[src/rtl/core/pcxrle_pkg.sv]
// shared types, codes and constants for the pcx run-length scanline decoder
package pcxrle_pkg;

    localparam int MAX_WIDTH  = 1024;
    localparam int MAX_HEIGHT = 1024;

    localparam int CFG_IDX_W  = 2;
    localparam int CFG_DATA_W = 16;

    // item function codes
    localparam logic [1:0] FN_DATA = 2'd0;
    localparam logic [1:0] FN_END  = 2'd1;
    localparam logic [1:0] FN_NEW  = 2'd2;

    // configuration register indexes
    localparam logic [CFG_IDX_W-1:0] CFG_IMAGE_WIDTH  = 2'd0;
    localparam logic [CFG_IDX_W-1:0] CFG_IMAGE_HEIGHT = 2'd1;
    localparam logic [CFG_IDX_W-1:0] CFG_LINE_BYTES   = 2'd2;

    localparam logic [7:0] RUN_MARK     = 8'hC0;
    localparam logic [7:0] RUN_LEN_MASK = 8'h3F;

    localparam logic [10:0] WIDTH_RESET  = 11'd320;
    localparam logic [10:0] HEIGHT_RESET = 11'd200;
    localparam logic [15:0] LBYTES_RESET = 16'd320;

    localparam logic [10:0] MAX_WIDTH_V  = 11'(MAX_WIDTH);
    localparam logic [10:0] MAX_HEIGHT_V = 11'(MAX_HEIGHT);

    typedef struct packed {
        logic [1:0] func;
        logic [7:0] data_byte;
    } item_t;

    typedef struct packed {
        logic        pixel_valid;
        logic [7:0]  pixel_value;
        logic [9:0]  pixel_x;
        logic [9:0]  pixel_y;
        logic [19:0] pixel_address;
        logic        last_of_run;
        logic        frame_done;
        logic        read_error;
    } result_t;

    typedef enum logic [2:0] {
        ST_IDLE,
        ST_CHECK,
        ST_PLAN,
        ST_RUN,
        ST_FIN
    } state_t;

    typedef enum logic [1:0] {
        EM_NONE,
        EM_STATUS,
        EM_FIN,
        EM_PIXEL
    } emit_t;

    typedef struct packed {
        logic  load_item;
        logic  set_done;
        logic  next_line;
        logic  start_hdr;
        logic  clr_await;
        logic  load_pending;
        logic  load_one;
        logic  plan;
        logic  finalize;
        logic  new_frame;
        logic  col_step;
        emit_t emit;
    } dp_cmd_t;

    typedef struct packed {
        logic [1:0] func;
        logic       done_now;
        logic       col_ge_lb;
        logic       awaiting;
        logic       run_hdr;
        logic       any_pixel;
        logic       last_pixel;
        logic       out_free;
    } dp_stat_t;

endpackage

[src/rtl/core/pcx_rle_scanline_decoder_core.sv]
// top level of the pcx 8-bit run-length scanline decoder
// an accepted item is registered, then checked: a run header, control item or data for a
// finished frame answers with one status word; other data is planned, then emits its run
// pixels, one word per cycle while the receiver takes them, or a closing status word; one
// item at a time; a line shortened under the decoder is closed before its data goes on
// reset: asynchronous, active low; config returns to 320 x 200, 320 bytes per line
module pcx_rle_scanline_decoder_core
    import pcxrle_pkg::*;
(
    input  logic                  clk,
    input  logic                  rst_n,
    // encoded stream words
    input  logic                  item_valid,
    output logic                  item_ready,
    input  item_t                 item,
    // decoded result words
    output logic                  result_valid,
    input  logic                  result_ready,
    output result_t               result,
    // register writes, always accepted
    input  logic                  cfg_valid,
    output logic                  cfg_ready,
    input  logic [CFG_IDX_W-1:0]  cfg_index,
    input  logic [CFG_DATA_W-1:0] cfg_data
);

    dp_cmd_t  cmd;
    dp_stat_t stat;

    // sequencer: accept, check line and frame state, plan the run, emit pixels
    pcxrle_ctrl u_ctrl (
        .clk        (clk),
        .rst_n      (rst_n),
        .item_valid (item_valid),
        .item_ready (item_ready),
        .stat       (stat),
        .cmd        (cmd)
    );

    // state registers, run bounds and the output word register
    pcxrle_dp u_dp (
        .clk          (clk),
        .rst_n        (rst_n),
        .item         (item),
        .cfg_valid    (cfg_valid),
        .cfg_ready    (cfg_ready),
        .cfg_index    (cfg_index),
        .cfg_data     (cfg_data),
        .result       (result),
        .result_valid (result_valid),
        .result_ready (result_ready),
        .cmd          (cmd),
        .stat         (stat)
    );

endmodule

[src/rtl/core/pcxrle_ctrl.sv]
// controller state machine for the pcx run-length decoder
module pcxrle_ctrl
    import pcxrle_pkg::*;
(
    input  logic     clk,
    input  logic     rst_n,
    input  logic     item_valid,
    output logic     item_ready,
    input  dp_stat_t stat,
    output dp_cmd_t  cmd
);

    state_t state_reg, state_next;

    always_ff @(posedge clk or negedge rst_n)
    begin
        if (!rst_n)
        begin
            state_reg <= ST_IDLE;
        end
        else
        begin
            state_reg <= state_next;
        end
    end

    always_comb
    begin
        state_next = state_reg;
        cmd        = '0;
        cmd.emit   = EM_NONE;
        item_ready = 1'b0;
        unique case (state_reg)
            ST_IDLE:
            begin
                item_ready = 1'b1;
                if (item_valid)
                begin
                    cmd.load_item = 1'b1;
                    state_next    = ST_CHECK;
                end
            end
            ST_CHECK:
            begin
                if (stat.out_free)
                begin
                    if (stat.func == FN_DATA)
                    begin
                        if (stat.done_now)
                        begin
                            cmd.set_done = 1'b1;
                            cmd.emit     = EM_STATUS;
                            state_next   = ST_IDLE;
                        end
                        else if (stat.col_ge_lb)
                        begin
                            // line shortened under us: close it and look again
                            cmd.next_line = 1'b1;
                        end
                        else if (stat.awaiting)
                        begin
                            cmd.clr_await    = 1'b1;
                            cmd.load_pending = 1'b1;
                            state_next       = ST_PLAN;
                        end
                        else if (stat.run_hdr)
                        begin
                            cmd.start_hdr = 1'b1;
                            cmd.emit      = EM_STATUS;
                            state_next    = ST_IDLE;
                        end
                        else
                        begin
                            cmd.load_one = 1'b1;
                            state_next   = ST_PLAN;
                        end
                    end
                    else if (stat.func == FN_END)
                    begin
                        cmd.set_done = 1'b1;
                        cmd.emit     = EM_STATUS;
                        state_next   = ST_IDLE;
                    end
                    else if (stat.func == FN_NEW)
                    begin
                        cmd.new_frame = 1'b1;
                        cmd.emit      = EM_STATUS;
                        state_next    = ST_IDLE;
                    end
                    else
                    begin
                        cmd.emit   = EM_STATUS;
                        state_next = ST_IDLE;
                    end
                end
            end
            ST_PLAN:
            begin
                cmd.plan   = 1'b1;
                state_next = stat.any_pixel ? ST_RUN : ST_FIN;
            end
            ST_RUN:
            begin
                if (stat.out_free)
                begin
                    cmd.emit = EM_PIXEL;
                    if (stat.last_pixel)
                    begin
                        cmd.finalize = 1'b1;
                        state_next   = ST_IDLE;
                    end
                    else
                    begin
                        cmd.col_step = 1'b1;
                    end
                end
            end
            ST_FIN:
            begin
                if (stat.out_free)
                begin
                    cmd.finalize = 1'b1;
                    cmd.emit     = EM_FIN;
                    state_next   = ST_IDLE;
                end
            end
            default:
            begin
                state_next = ST_IDLE;
            end
        endcase
    end

endmodule

[src/rtl/core/pcxrle_dp.sv]
// datapath: config registers, decode state, run planning and output register
module pcxrle_dp
    import pcxrle_pkg::*;
(
    input  logic                  clk,
    input  logic                  rst_n,
    input  item_t                 item,
    input  logic                  cfg_valid,
    output logic                  cfg_ready,
    input  logic [CFG_IDX_W-1:0]  cfg_index,
    input  logic [CFG_DATA_W-1:0] cfg_data,
    output result_t               result,
    output logic                  result_valid,
    input  logic                  result_ready,
    input  dp_cmd_t               cmd,
    output dp_stat_t              stat
);

    logic [10:0] img_w_reg, img_h_reg;
    logic [15:0] lbytes_reg;

    logic [10:0] row_reg;
    logic [15:0] col_reg;
    logic        await_reg;
    logic [5:0]  pend_reg;
    logic [19:0] base_reg;
    logic        done_reg;

    logic [1:0]  func_reg;
    logic [7:0]  byte_reg;
    logic [5:0]  count_reg;
    logic [15:0] cut_end_reg;
    logic        reach_reg;
    logic        run_done_reg;

    logic        out_valid_reg;
    result_t     out_reg;

    logic [10:0] eff_w, eff_h;
    logic        done_now, new_done, stat_done, stat_err;
    logic [16:0] end_sum, col_inc;
    logic        reach, done_after;
    logic [15:0] cut_end;
    logic [11:0] row_inc;

    assign cfg_ready = 1'b1;

    assign eff_w = (img_w_reg > MAX_WIDTH_V) ? MAX_WIDTH_V : img_w_reg;
    assign eff_h = (img_h_reg > MAX_HEIGHT_V) ? MAX_HEIGHT_V : img_h_reg;

    assign done_now = done_reg || (row_reg >= eff_h) || (lbytes_reg == 16'd0);
    assign new_done = (eff_h == 11'd0) || (lbytes_reg == 16'd0);
    assign row_inc  = {1'b0, row_reg} + 12'd1;

    // run planning
    assign end_sum    = {1'b0, col_reg} + {11'd0, count_reg};
    assign reach      = end_sum >= {1'b0, lbytes_reg};
    assign cut_end    = reach ? lbytes_reg : end_sum[15:0];
    assign done_after = done_reg || (reach && (row_inc >= {1'b0, eff_h}));
    assign col_inc    = {1'b0, col_reg} + 17'd1;

    always_comb
    begin
        case (func_reg)
            FN_DATA: stat_done = done_now;
            FN_END:  stat_done = done_now;
            FN_NEW:  stat_done = new_done;
            default: stat_done = done_reg;
        endcase
        stat_err = (func_reg == FN_END) && !done_now;
    end

    assign stat.func       = func_reg;
    assign stat.done_now   = done_now;
    assign stat.col_ge_lb  = col_reg >= lbytes_reg;
    assign stat.awaiting   = await_reg;
    assign stat.run_hdr    = (byte_reg & RUN_MARK) == RUN_MARK;
    assign stat.any_pixel  = (count_reg != 6'd0) && (col_reg < {5'd0, eff_w});
    assign stat.last_pixel = (col_inc >= {1'b0, cut_end_reg}) || (col_inc >= {6'd0, eff_w});
    assign stat.out_free   = !out_valid_reg || result_ready;

    // configuration
    always_ff @(posedge clk or negedge rst_n)
    begin
        if (!rst_n)
        begin
            img_w_reg  <= WIDTH_RESET;
            img_h_reg  <= HEIGHT_RESET;
            lbytes_reg <= LBYTES_RESET;
        end
        else if (cfg_valid)
        begin
            case (cfg_index)
                CFG_IMAGE_WIDTH:  img_w_reg  <= cfg_data[10:0];
                CFG_IMAGE_HEIGHT: img_h_reg  <= cfg_data[10:0];
                CFG_LINE_BYTES:   lbytes_reg <= cfg_data;
                default:          ;
            endcase
        end
    end

    // decode state
    always_ff @(posedge clk or negedge rst_n)
    begin
        if (!rst_n)
        begin
            row_reg   <= '0;
            col_reg   <= '0;
            await_reg <= 1'b0;
            pend_reg  <= '0;
            base_reg  <= '0;
            done_reg  <= 1'b0;
        end
        else
        begin
            if (cmd.set_done)
            begin
                done_reg <= done_now;
            end
            if (cmd.next_line)
            begin
                col_reg  <= '0;
                row_reg  <= row_inc[10:0];
                base_reg <= base_reg + {9'd0, eff_w};
            end
            if (cmd.start_hdr)
            begin
                pend_reg  <= 6'(byte_reg & RUN_LEN_MASK);
                await_reg <= 1'b1;
            end
            if (cmd.clr_await)
            begin
                await_reg <= 1'b0;
            end
            if (cmd.col_step)
            begin
                col_reg <= col_inc[15:0];
            end
            if (cmd.finalize)
            begin
                if (reach_reg)
                begin
                    col_reg  <= '0;
                    row_reg  <= row_inc[10:0];
                    base_reg <= base_reg + {9'd0, eff_w};
                    done_reg <= run_done_reg;
                end
                else
                begin
                    col_reg <= cut_end_reg;
                end
            end
            if (cmd.new_frame)
            begin
                row_reg   <= '0;
                col_reg   <= '0;
                await_reg <= 1'b0;
                pend_reg  <= '0;
                base_reg  <= '0;
                done_reg  <= new_done;
            end
        end
    end

    // item and run registers
    always_ff @(posedge clk or negedge rst_n)
    begin
        if (!rst_n)
        begin
            func_reg <= FN_DATA;
        end
        else if (cmd.load_item)
        begin
            func_reg <= item.func;
        end
    end

    always_ff @(posedge clk)
    begin
        if (cmd.load_item)
        begin
            byte_reg <= item.data_byte;
        end
        if (cmd.load_pending)
        begin
            count_reg <= pend_reg;
        end
        if (cmd.load_one)
        begin
            count_reg <= 6'd1;
        end
        if (cmd.plan)
        begin
            cut_end_reg  <= cut_end;
            reach_reg    <= reach;
            run_done_reg <= done_after;
        end
    end

    // output register
    always_ff @(posedge clk or negedge rst_n)
    begin
        if (!rst_n)
        begin
            out_valid_reg <= 1'b0;
        end
        else if (cmd.emit != EM_NONE)
        begin
            out_valid_reg <= 1'b1;
        end
        else if (result_ready)
        begin
            out_valid_reg <= 1'b0;
        end
    end

    always_ff @(posedge clk)
    begin
        case (cmd.emit)
            EM_STATUS:
            begin
                out_reg.pixel_valid   <= 1'b0;
                out_reg.pixel_value   <= '0;
                out_reg.pixel_x       <= '0;
                out_reg.pixel_y       <= '0;
                out_reg.pixel_address <= '0;
                out_reg.last_of_run   <= 1'b1;
                out_reg.frame_done    <= stat_done;
                out_reg.read_error    <= stat_err;
            end
            EM_FIN:
            begin
                out_reg.pixel_valid   <= 1'b0;
                out_reg.pixel_value   <= '0;
                out_reg.pixel_x       <= '0;
                out_reg.pixel_y       <= '0;
                out_reg.pixel_address <= '0;
                out_reg.last_of_run   <= 1'b1;
                out_reg.frame_done    <= reach_reg ? run_done_reg : done_reg;
                out_reg.read_error    <= 1'b0;
            end
            EM_PIXEL:
            begin
                out_reg.pixel_valid   <= 1'b1;
                out_reg.pixel_value   <= byte_reg;
                out_reg.pixel_x       <= col_reg[9:0];
                out_reg.pixel_y       <= row_reg[9:0];
                out_reg.pixel_address <= base_reg + {4'd0, col_reg};
                out_reg.last_of_run   <= stat.last_pixel;
                out_reg.frame_done    <= reach_reg ? run_done_reg : done_reg;
                out_reg.read_error    <= 1'b0;
            end
            default:
            begin
            end
        endcase
    end

    assign result       = out_reg;
    assign result_valid = out_valid_reg;

endmodule

[config.mk]
export PLATFORM = sky130hd
export DESIGN_NAME = pcx_rle_scanline_decoder_core
export DESIGN_NICKNAME = d
export VERILOG_FILES = /design/src/rtl/core/pcxrle_pkg.sv /design/src/rtl/core/pcx_rle_scanline_decoder_core.sv /design/src/rtl/core/pcxrle_ctrl.sv /design/src/rtl/core/pcxrle_dp.sv
export SDC_FILE = /design/constraint.sdc
export NUM_CORES = 1
export LEC_CHECK = 0
export BUFFER_PORTS_ARGS = -buffer_cell sky130_fd_sc_hd__buf_2
export CORE_UTILIZATION = 66
export DETAILED_ROUTE_END_ITERATION = 8
export GPL_ROUTABILITY_DRIVEN = 0
export GPL_TIMING_DRIVEN = 1
export PLACE_DENSITY_LB_ADDON = 0.05
export SLEW_MARGIN = 20
export SYNTH_ARGS = -nofsm -noshare
export SYNTH_HDL_FRONTEND = slang
export SYNTH_SLANG_ARGS = --single-unit
[constraint.sdc]
create_clock -name clk -period 7 [get_ports clk]
set_input_delay 0.7 -clock clk [delete_from_list [all_inputs] [get_ports clk]]
set_output_delay 0.7 -clock clk [all_outputs]
set_load 0.005 [all_outputs]
Yosys cells after proc, flatten, opt, wreduce, memory -nomap -nowiden:

Index checks and enable logic that the tools add are counted.

* flip-flop bits (word level): 183
* input port bits: 33
* logic and storage cells: 165

* add/sub/neg operators: 5
* magnitude comparators: 9
* equality and inequality tests: 18
* muxes and demuxes: 80
* reduce and logical (&&, ||, !) cells: 28

Operators with widths (number)
* one-hot mux 52 bit (3 select lines): 1
* two-way mux 16 bit: 6
* two-way mux 20 bit: 4
* two-way mux 11 bit: 6
* greater-or-equal comparator 17 x 16 -> 1 bit: 2
* two-way mux 1 bit: 33
* two-way mux 3 bit: 11
* two-way mux 6 bit: 4
* greater-than comparator 11 bit (second input constant): 2
* adder 20 x 11 -> 20 bit: 1
* adder 20 x 16 -> 20 bit: 1
* adder 16 x 1 -> 17 bit (second input constant): 1
* adder 16 x 6 -> 17 bit: 1
* greater-or-equal comparator 17 x 11 -> 1 bit: 1
* greater-or-equal comparator 16 bit: 1
* logical NOT 16 bit: 1
* < comparator 16 x 11 -> 1 bit: 1
* two-way mux 2 bit: 8
* one-hot mux 3 bit (5 select lines): 1
* adder 11 x 1 -> 12 bit (second input constant): 1
* greater-or-equal comparator 12 x 11 -> 1 bit: 1
* greater-or-equal comparator 11 bit: 1
* logical NOT 11 bit: 1
* equality test 2 bit (second input constant): 5
* 22 further kinds: 45

Logic depth before layout (Yosys ltp):

* depth after elaboration: 13
* depth in mapped cells: 20
* gate-level depth less buffers: 18

By module:

From an unflattened synthesis, not the netlist that was laid out.

* cell total of the unflattened synthesis: 1175
* area total of the unflattened synthesis: 12080.3 um2

By module, submodules not included
* pcxrle_dp: instances 1, cells each 1127, area an instance 11691.2 um2, seq. area each 4873.4 um2
* pcxrle_ctrl: instances 1, cells each 48, area an instance 389.1 um2, seq. area each 75.1 um2

Worst setup path before layout:

OpenSTA, ideal clock, no wires.

* path type: reg2reg
* start point: reg u_dp.col_reg[0]
* end point: reg u_dp.cut_end_reg[10] (data pin)
* library setup time: 260 ps
* arrival time: 4238 ps
* data required time: 6740 ps
* setup slack: 2503 ps
* stages on the path, launching flop included: 20
* path buffers: 2
* cells stage by stage: dfrtp_1 > ha_1 > fa_1 > a21o_1 > a21oi_1 > o21bai_1 > a21oi_1 > or2_2 > clkbuf_1 > nor2_1 > xnor2_1 > ha_1 > and4_1 > a21oi_1 > nand2_1 > a221oi_1 > o31ai_1 > a41oi_2 > buf_2 > mux2_2

* cells in the longest elaborated chain, start to end: 3

RTL lines
* start: declaration: line pcxrle_dp.sv:23 `logic [15:0] col_reg;`
* start signal: assignment: line pcxrle_dp.sv:137 `col_reg <= col_inc[15:0];`
* start signal: assignment: line pcxrle_dp.sv:150 `col_reg <= cut_end_reg;`
* adder 16 x 6 -> 17 bit (*): line pcxrle_dp.sv:56 `assign end_sum = {1'b0, col_reg} + {11'd0, count_reg};`
* greater-or-equal comparator 17 x 16 -> 1 bit: line pcxrle_dp.sv:57 `assign reach = end_sum >= {1'b0, lbytes_reg};`
* two-way mux 16 bit (*): line pcxrle_dp.sv:58 `assign cut_end = reach ? lbytes_reg : end_sum[15:0];`
* net u_dp.cut_end[10]: line pcxrle_dp.sv:43 `logic [15:0] cut_end;`
* end signal: assignment: line pcxrle_dp.sv:194 `cut_end_reg <= cut_end;`
* end: declaration: line pcxrle_dp.sv:32 `logic [15:0] cut_end_reg;`

The timed path passes the listed nets; every way through them passes the cells marked *.
A chain may end at the register's enable or synchronous reset.

Worst setup path in the final report:

* start point: reg u_dp.col_reg[0]
* end point: reg u_dp.cut_end_reg[2] (data pin)

The elaborated chain is that of the path after synthesis.

==> impl_metrics.csv <==
group,metric,value,unit
cells_and_area,synthToLayoutAreaGrowth,10.2,%
floorplan,rows,48,
drt,ant_nets,0,
placement,dp.final_hpwl,22.0,mm
drt,wl_per_cell,20.4,um
floorplan,start_util,0.686,
drt,postRouteWirelength,30.3,mm
worst_setup_path,cpMostUsedCell,"a21oi_1",
flow_run,drv_cap,0,
floorplan,die-area,18800,um^2
worst_setup_path,cp_num_buf_inv,0,
worst_setup_path,worstPathArrival,5.26,ns
worst_setup_path,crit_family,"compound AO/OA/AOI/OAI gates",
clock_tree,worst_skew_pair.late_latency,0.44,ns
worst_setup_path,critPathMaxFanout,18,
clock_tree,cts_tree,"yes",
sta,hold_viol_final,0,
cells_and_area,n_antenna_cell,0,
cells_and_area,final_core_util,0.756,
global_route,grt_first_pass_wirelength,48.0,mm
clock_tree,clock_sinks,183,
power_and_ir_drop,ir_drop,283,uV
logic_synthesis,ys_warn_count,0,
clock_tree,htree_num_levels,4,
clock_tree,cts-root-buf,"clkbuf_16",
logic_synthesis,yosysSeqAreaShare,0.412,
worst_setup_path,worstSetupStartpointType,"register",
worst_setup_path,worst_path_max_delay_cell,"a41oi_2",
floorplan,die_w,137,um
cells_and_area,largest_reg_flops,52,
clock_tree,cts_made_buffers,17,
clock_tree,postCtsResizedCells,0,
logic_synthesis,synth_seq_cells,183,
worst_setup_path,endpoint_kind,"register",
drt,vias,9668,
logic_synthesis,synthFlopType,"dfrtp_1",
sta,min_period,5.07,ns
clock_tree,clk_path_buf_depth,2,
sta,setup_tns,0,ns
drt,detail_route.first_pass.iterations,5,
global_route,grtUsageTotal,0.340,
logic_synthesis,mappedNetlistNets,1341,
worst_setup_path,max_stage_delay,0.85,ns
logic_synthesis,async_reset_ff_frac,0.541,
sta,slew_violations,0,
sta,timing.final.crit_share,0.725,
sta,rsz0062_at_grt,"no",
logic_synthesis,synth_cell_types,80,
logic_synthesis,syn_area_per_cell,10.2,um^2
worst_setup_path,cp_cell_sequence,"ha_1, fa_1, a21o_1, a21oi_1, o21bai_1, a21oi_1, or2_2, nor2_1, xnor2_1, ha_1, and4_1, a21oi_1, nand2_1, a221oi_1, o31ai_1, a41oi_2, mux2_2",
worst_setup_path,critPathRequiredTime,7.19,ns
drt,via_per_inst,6.51,
sta,maxSlewHeadroom,0.282,
floorplan,boundaryPins,88,
global_route,grt_max_degree,60,
clock_tree,hold_buffers,0,
power_and_ir_drop,p_leak,6.23,nW
sta,skew,0.0127,ns
global_route,grt_pass1_vias,9150,
logic_synthesis,synthCells,1178,
outcome,status,"complete, no violations",
drt,drc_errors,0,
cells_and_area,final_layout_size_suffix_gt1_frac,0.173,
floorplan,die_y,137,um
drt,drtIter0Drc,664,
clock_tree,clk_pin_slew,0.07,ns
global_route,overflow,0,
power_and_ir_drop,power.density,410,nW/um^2
sta,setup_viol,0,
sta,tightest_slew,1.08,ns
floorplan,coreArea,17500,um^2
min_path,min_path_type,"in2async",
sta,fmax,197,MHz
logic_synthesis,synth_edf_count,78,
logic_synthesis,synthesis.area,12000,um^2
cells_and_area,final_net_count,1411,
worst_setup_path,crit_type,"reg2reg",
clock_tree,cts_setup_buffers,0,
placement,port_buffers,86,
global_route,antenna_found_initial,0,
==> area by class of cell <==
| class | count | area (um^2) |
|---|---|---|
| inverter | 63 | 236 |
| clock inverter | 15 | 229 |
| timing repair buffer | 93 | 485 |
| clock buffer | 17 | 425 |
| multi-input combinational | 890 | 6650 |
| tap | 225 | 282 |
| fill | 1223 | 4280 |
| sequential | 183 | 4950 |
==> metal layers <==
layer | up-vias | wire length (um) | global-route usage
met4 | 0 | 1160 | 0.167
met1 | 4714 | 12900 | 0.455
met5 | - | 0 | 0
met2 | 392 | 14100 | 0.545
met3 | 83 | 2070 | 0.0474
li1 | 4479 | - | -
==> power breakdown <==
group	internal (mW)	leakage (nW)	switching, mW
clock network	0.615	0.321	0.462
registers	1.59	2.07	0.415
logic	0.994	3.85	1.36
==> synth_stat cells (12+ instances only) <==
| cell | count | area, um^2 |
|---|---|---|
| nor3_1 | 25 | 125 |
| o21ai_1 | 18 | 90.1 |
| xor2_1 | 32 | 280 |
| mux2i_1 | 18 | 180 |
| dfrtp_1 | 92 | 2300 |
| inv_1 | 62 | 233 |
| xnor2_1 | 23 | 201 |
| ha_1 | 127 | 1590 |
| a21oi_1 | 60 | 300 |
| nand3_1 | 36 | 180 |
| clkbuf_1 | 24 | 90.1 |
| and2_1 | 33 | 206 |
| o21ai_0 | 47 | 235 |
| and3_1 | 13 | 81.3 |
| a211oi_1 | 12 | 90.1 |
| edfxtp_1 | 78 | 2340 |
| mux2_2 | 54 | 608 |
| nand2_1 | 106 | 398 |
| nor2b_1 | 13 | 81.3 |
| a21o_1 | 28 | 210 |
| nor2_1 | 67 | 251 |
==> worst paths after layout <==
path                            slack (ns)  depth (start not counted)                            end                   startpoint
worst min-delay path                  0.25                          1  u_dp.img_h_reg[9]$_DFFE_PN0P_                        rst_n
worst max-delay path                  1.93                         17  u_dp.cut_end_reg[2]$_DFFE_PN_  u_dp.col_reg[0]$_DFFE_PN0P_
worst max register to register        1.93                         17  u_dp.cut_end_reg[2]$_DFFE_PN_  u_dp.col_reg[0]$_DFFE_PN0P_
worst min register to register        0.49                          2   u_dp.pend_reg[2]$_DFFE_PN0P_   u_dp.byte_reg[2]$_DFFE_PP_
max in group asynchronous             5.56                          2     u_dp.base_reg[2]$_DFF_PN0_                        rst_n
min in group clk                      0.43                          1     u_dp.byte_reg[1]$_DFFE_PP_                      item[1]
==> kinds of logic after synthesis <==
family	synth area share
AND/OR/NAND/NOR	0.161
other	0.000312
adder cells (fa/ha/maj)	0.137
multiplexers	0.0655
XOR/XNOR	0.0414
buffers and inverters	0.0362
AO/OA/AOI/OAI	0.147
flip-flops	0.412
==> through the flow <==
stage | std cells | setup WS [ns] | hold WS [ns] | cell area [um^2] | total power [mW]
global placement | 1454 | 2.15 | 0.466 | 12600 | 4.23
detailed placement | 1454 | 2.02 | 0.475 | 12600 | 4.30
finish | 1486 | 1.93 | 0.250 | 13300 | 5.43
CTS | 1486 | 1.99 | 0.266 | 13300 | 5.40
global route | 1486 | 1.61 | 0.291 | 13300 | 5.77
floorplan | 1178 | 2.50 | 0.404 | 12000 | 3.54
==> layout by cell type (no fill, tap or decap), drive strengths merged, types with 8 or more instances in the layout <==
cell type / count
nor3: 26
ha: 127
mux2: 54
clkbuf: 17
nand2b: 10
nor4: 13
edfxtp: 78
a221o: 10
nand3: 36
a21o: 28
o21a: 11
buf: 93
nor2: 67
o21bai: 8
inv: 70
a21oi: 61
nor2b: 13
xor2: 33
nand4: 14
and3: 13
a211oi: 12
dfrtp: 92
or2: 12
nand2: 107
mux2i: 18
and2: 33
o21ai: 66
xnor2: 23
No activity file was read; power rests on OpenSTA's default activity.
